<file path="config.mk">
export PLATFORM = sky130hd
export DESIGN_NAME = vffp_ctrl
export DESIGN_NICKNAME = d
export VERILOG_FILES = /design/src/sv/vffp_pkg.sv /design/src/sv/vffp_ctrl.sv
export SDC_FILE = /design/constraint.sdc
export NUM_CORES = 1
export LEC_CHECK = 0
export ABC_AREA = 1
export BUFFER_PORTS_ARGS = -buffer_cell sky130_fd_sc_hd__clkbuf_2
export CAP_MARGIN = 40
export CORE_AREA = 3 3 40 42
export CTS_BUF_LIST = sky130_fd_sc_hd__clkbuf_4 sky130_fd_sc_hd__clkbuf_8
export CTS_CLUSTER_SIZE = 28
export DETAILED_ROUTE_END_ITERATION = 12
export DIE_AREA = 0 0 43 45
export GPL_TIMING_DRIVEN = 0
export PLACE_DENSITY = 0.7
export SETUP_SLACK_MARGIN = 0.02
export SYNTH_ARGS = -nofsm -noshare
export SYNTH_HDL_FRONTEND = slang
export SYNTH_SLANG_ARGS = --single-unit
</file>
<file path="constraint.sdc">
create_clock -name clk_i -period 2.31 [get_ports clk_i]
set_input_delay 0.462 -clock clk_i [delete_from_list [all_inputs] [get_ports clk_i]]
set_output_delay 0.462 -clock clk_i [all_outputs]
set_load 0.02 [all_outputs]
</file>
<file path="src/sv/vffp_pkg.sv">
`timescale 1ns / 1ps
// Shared types and constants of the voxel first-fit placer.
// No dependencies; the controller, datapath, top and testbench import this package.
package vffp_pkg;

  localparam int GRID_DIM_DEF      = 32;
  localparam int OBJECT_DIM_DEF    = 16;
  localparam int MAX_ROTATIONS_DEF = 32;

  typedef enum logic [1:0] {
    OP_CLEAR     = 2'd0,
    OP_LOAD_MASK = 2'd1,
    OP_LOAD_BOX  = 2'd2,
    OP_PLACE     = 2'd3
  } op_e;

  typedef enum logic [2:0] {
    REG_ROT_COUNT = 3'd0,
    REG_OBJ_EXT_X = 3'd1,
    REG_OBJ_EXT_Y = 3'd2,
    REG_OBJ_EXT_Z = 3'd3,
    REG_GRID_EXT_X = 3'd4,
    REG_GRID_EXT_Y = 3'd5,
    REG_GRID_EXT_Z = 3'd6,
    REG_NONE       = 3'd7
  } reg_e;

  typedef struct packed {
    logic [5:0] rotation_count;
    logic [4:0] object_extent_x;
    logic [4:0] object_extent_y;
    logic [4:0] object_extent_z;
    logic [5:0] grid_extent_x;
    logic [5:0] grid_extent_y;
    logic [5:0] grid_extent_z;
  } cfg_t;

  // Controller to datapath.
  typedef struct packed {
    logic ready;
    logic clr_step;
    logic scan_adv;
    logic walk_init;
    logic vox_step;
    logic chk;
    logic mark;
    logic pick;
    logic emit_place;
    logic emit_close;
  } cmd_t;

  // Datapath to controller.
  typedef struct packed {
    logic req_valid;
    op_e  op;
    logic count_zero;
    logic scan_done;
    logic fit_any;
    logic walk_empty;
    logic cand_next_zero;
    logic vox_last;
    logic clr_last;
    logic out_free;
    logic count_done;
  } sts_t;

endpackage

</file>
<file path="src/sv/vffp_ctrl.sv">
`timescale 1ns / 1ps
// Sequencer of the voxel placer: clear sweep, position scan, voxel walks.
// Depends on vffp_pkg.
module vffp_ctrl (
  input  logic          clk_i,
  input  logic          rst_ni,
  input  vffp_pkg::sts_t sts_i,
  output vffp_pkg::cmd_t cmd_o
);
  import vffp_pkg::*;

  localparam logic [3:0] S_IDLE  = 4'd0;
  localparam logic [3:0] S_CLR   = 4'd1;
  localparam logic [3:0] S_POS   = 4'd2;
  localparam logic [3:0] S_RD    = 4'd3;
  localparam logic [3:0] S_CHK   = 4'd4;
  localparam logic [3:0] S_PICK  = 4'd5;
  localparam logic [3:0] S_MRD   = 4'd6;
  localparam logic [3:0] S_MCHK  = 4'd7;
  localparam logic [3:0] S_EMIT  = 4'd8;
  localparam logic [3:0] S_ADV   = 4'd9;
  localparam logic [3:0] S_CLOSE = 4'd10;

  logic [3:0] state_q, state_d;

  always_comb begin
    state_d = state_q;
    cmd_o   = '0;
    unique case (state_q)
      S_IDLE: begin
        cmd_o.ready = 1'b1;
        if (sts_i.req_valid) begin
          unique case (sts_i.op)
            OP_CLEAR: state_d = S_CLR;
            OP_PLACE: state_d = sts_i.count_zero ? S_CLOSE : S_POS;
            default:  state_d = S_IDLE;
          endcase
        end
      end
      S_CLR: begin
        cmd_o.clr_step = 1'b1;
        if (sts_i.clr_last) state_d = S_IDLE;
      end
      S_POS: begin
        if (sts_i.scan_done) begin
          state_d = S_CLOSE;
        end else if (!sts_i.fit_any) begin
          state_d = S_ADV;
        end else begin
          cmd_o.walk_init = 1'b1;
          state_d = sts_i.walk_empty ? S_PICK : S_RD;
        end
      end
      S_RD: state_d = S_CHK;
      S_CHK: begin
        cmd_o.chk = 1'b1;
        if (sts_i.cand_next_zero) begin
          state_d = S_ADV;
        end else if (sts_i.vox_last) begin
          state_d = S_PICK;
        end else begin
          cmd_o.vox_step = 1'b1;
          state_d = S_RD;
        end
      end
      S_PICK: begin
        cmd_o.pick = 1'b1;
        state_d = sts_i.walk_empty ? S_EMIT : S_MRD;
      end
      S_MRD: state_d = S_MCHK;
      S_MCHK: begin
        cmd_o.mark = 1'b1;
        if (sts_i.vox_last) begin
          state_d = S_EMIT;
        end else begin
          cmd_o.vox_step = 1'b1;
          state_d = S_MRD;
        end
      end
      S_EMIT: begin
        if (sts_i.out_free) begin
          cmd_o.emit_place = 1'b1;
          state_d = sts_i.count_done ? S_CLOSE : S_ADV;
        end
      end
      S_ADV: begin
        cmd_o.scan_adv = 1'b1;
        state_d = S_POS;
      end
      S_CLOSE: begin
        if (sts_i.out_free) begin
          cmd_o.emit_close = 1'b1;
          state_d = S_IDLE;
        end
      end
      default: state_d = S_IDLE;
    endcase
  end

  // Reset starts with a sweep that clears the occupancy store.
  always_ff @(posedge clk_i or negedge rst_ni) begin
    if (!rst_ni) begin
      state_q <= S_CLR;
    end else begin
      state_q <= state_d;
    end
  end

  a_clr_done: assert property (@(posedge clk_i) disable iff (!rst_ni)
    (state_q == S_CLR && state_d != S_CLR) |-> sts_i.clr_last)
    else $error("clear sweep left early");
  a_close_once: assert property (@(posedge clk_i) disable iff (!rst_ni)
    cmd_o.emit_close |=> state_q == S_IDLE)
    else $error("closing result not followed by idle");
  a_mark_after_pick: assert property (@(posedge clk_i) disable iff (!rst_ni)
    (state_q == S_MRD && $past(state_q) != S_MCHK) |-> $past(state_q) == S_PICK)
    else $error("marking walk entered without a pick");
endmodule

</file>
==> key figures <==
Clocking
  – Post-CTS Hold Buffers: 0
  – Post-CTS Setup Inserts: 0
  – Maximum buffer depth of the clock tree: 2
  – H-tree depth: 1
  – CTS tree: done
  – CTS Buf Count: 3
  – CTS clk-pin slew, worst paths: roughly 0.04 ns
  – Clk root buf: clkbuf_4
  – Worst-skew pair later-pin latency: about 0.24 ns
  – Clk sinks: 4
  – CTS resizes: 0

STA
  – RSZ-0062 raised after global routing: no
  – Worst hold slack: about 0.018 ns
  – Final Setup Violations: 0
  – Worst setup margin: around 0.35 ns
  – Worst clock skew: 0.00736 ns
  – Crit share post-route: 0.848
  – Relative slew slack: 0.767
  – Max Clock Freq: 510 MHz
  – Slew Viols, Final: 0
  – Hold Vio Cnt, Final: 0
  – Fin crit period: approximately 2.0 ns
  – Worst Tran Pin Value: 0.349 ns
  – Final setup TNS: 0 ns

GRT
  – Largest net degree at the start of global routing: 11
  – Vias in the first global route: 625
  – First-pass GRT wire length: 2.40 mm
  – GRT Residual Overflow: 0
  – Overall routing resource usage: 0.159
  – Initial antenna violation count: 0

Die
  – Die Wd: 43 um
  – Core footprint: about 0.0013 sq mm
  – Die ar.: 0.00194 sq mm
  – Die height: 45 um
  – I/O pin total: 24
  – Initial Utilization: 0.416
  – Row cnt: 13

Final layout
  – Nets@finish: 141
  – Max reg flops: 4
  – Diode count: 0
  – Layout cells sized above 1: 0.276
  – Largest regs: state_q x4
  – Layout area overhead: 30.7%
  – Final instance area: 698 sq um
  – Non-Filler Instances: 138
  – Largest reg by FF count: state_q

Worst setup path
  – CP arrival: 1.50 ns
  – Worst-path maximum fanout: 5
  – Flop2flop setup slack: 0.85 ns
  – WP data required: 1.85 ns
  – Setup crit end kind: output pin
  – Worst setup SP type: flop
  – Crit path kind: reg -> out

Synth
  – Async SR Flop Fraction: 1.00
  – Avg Cell Area, Syn: 5.57 sq um
  – Gate Count Post-Synth: between 90 and 100
  – Yosys cell types: 15
  – Top cells by area, synth: nand2_1 22%, dfrtp_1 14%, inv_1 12%
  – Post-Synth Simple-Gate Area: 0.590
  – Sequential share of the synthesized area: 0.190
  – Mux cell area share after synthesis: 0
  – Net count after synthesis: 113
  – XOR/XNOR Fraction of Synth Area: 0
  – Area share of fa/ha/maj cells after synthesis: 0.0703
  – Most common cell in the netlist: nand2_1
  – Yosys warnings: 0
  – Post-synth top flop: dfrtp_1
  – Synth Area in Compound Gates: 0.00937
  – Most frequent cells after synthesis: 31 x nand2_1, 17 x inv_1, 13 x nor2_1
  – Area leader, netlist: nand2_1
  – Largest family of logic cells by synthesized area: simple AND/OR/NAND/NOR gates
  – Syn Std Cell Area: about 530 sq um
  – #FFs+latches synth: 4
  – Post-synth EDFFs: 0
  – Yosys top cell area share: 0.218

Routing
  – Pre-antenna DRT Iters: 6
  – WL/cell: 9.64 um
  – Vias: about 660
  – Avg Vias per Cell: 4.80
  – Final WL: 1.33 mm
  – Final ANT Viol Nets: 0
  – Residual DRC: 0
  – Initial DRC count: 18

Power
  – Clock Power Share: 0.165
  – Peak supply drop: slightly above 0.4 mV
  – Pwr/cell area: 929 mW/mm^2
  – Leak pwr: 0.000449 uW
  – Switching Power: approximately 350 uW
  – Logic pwr share: 0.622
  – Sw Ratio: 0.534
  – Sequential power share: 0.214
  – Cell Int Power: 302 uW

Job
  – Max_cap viols: 0

Placed design
  – PortBufs: 23
  – Final GP Congestion: 0.829
  – DP Wirelength: roughly 1.1 mm
  – DP Area: 668 sq um
  – DP Cell Count: ~130
  – Post-place setup slack: 0.607 ns

Worst hold path
  – Worst Hold Class: in -> async

Outcome
  – Result of the run: finished, final reports clean
==> cells by family after synthesis <==
kind of cell,count (synthesis)
simple gates,68
buf+inv,20
flops,4
fa+ha+maj,3
compound gates,1
==> final timing paths <==
path / startpoint / to / depth (start not counted)
max in group asynchronous: rst_ni / state_q[0] / 1
setup / recovery: state_q[0] / cmd_o[7] / 5
hold / removal: rst_ni / state_q[1] / 1
min in group clk_i: sts_i[2] / state_q[0] / 3
setup reg to reg: state_q[0] / state_q[3] / 7
hold reg to reg: state_q[2] / state_q[1] / 3
==> power groups by stage <==
| stage | combinational (uW) | sequential [uW] | clock (uW) |
|---|---|---|---|
| after floorplan | 297 | 132 | 0 |
| after global placement | 404 | 138 | 0 |
| after detailed placement | 404 | 138 | 0 |
| after CTS | 405 | 138 | 108 |
| after global routing | 463 | 143 | 113 |
| final | 403 | 138 | 107 |
==> per-layer routing <==
layer | wire length, um | GRT usage | up-vias
met3 | 54 | 0.00398 | 0
met1 | 563 | 0.209 | 293
li1 | - | - | 351
met5 | 0 | 0 | -
met2 | 712 | 0.272 | 19
met4 | 0 | 0.0723 | 0
==> final cells by class <==
cell class	instances	area, sq um
clock buffers	4	30.0
fillers	132	587
inverters	20	75.1
multi-input cells	72	358
flip-flops and latches	4	101
well taps	15	18.8
repair buffers	23	115
==> cell usage in the layout (no fill, tap or decap) <==
cell type,count
clkbuf_2,23
clkbuf_4,4
nand3b_1,5
nand4_1,2
inv_1,17
nand3_1,9
dfrtp_1,3
nor3_1,4
o21ai_0,1
nor2_2,1
nor2_1,13
inv_2,3
nand2_1,31
and3_1,1
dfstp_2,1
nor2_4,2
ha_1,3
==> worst max-delay path, stage by stage, from the launching register on <==
cell and delay (ns):
dfstp_2 0.58, inv_2 0.07, nor2_1 0.27, nand2_1 0.12
inv_1 0.07, clkbuf_2 0.16
==> through the flow <==
stage               utilization  total power [uW]
floorplan                     -               429
CTS                       0.543               651
finish                    0.543               648
detailed placement        0.520               542
global placement          0.520               542
global route              0.543               719
No activity file was read; power rests on OpenSTA's default activity.
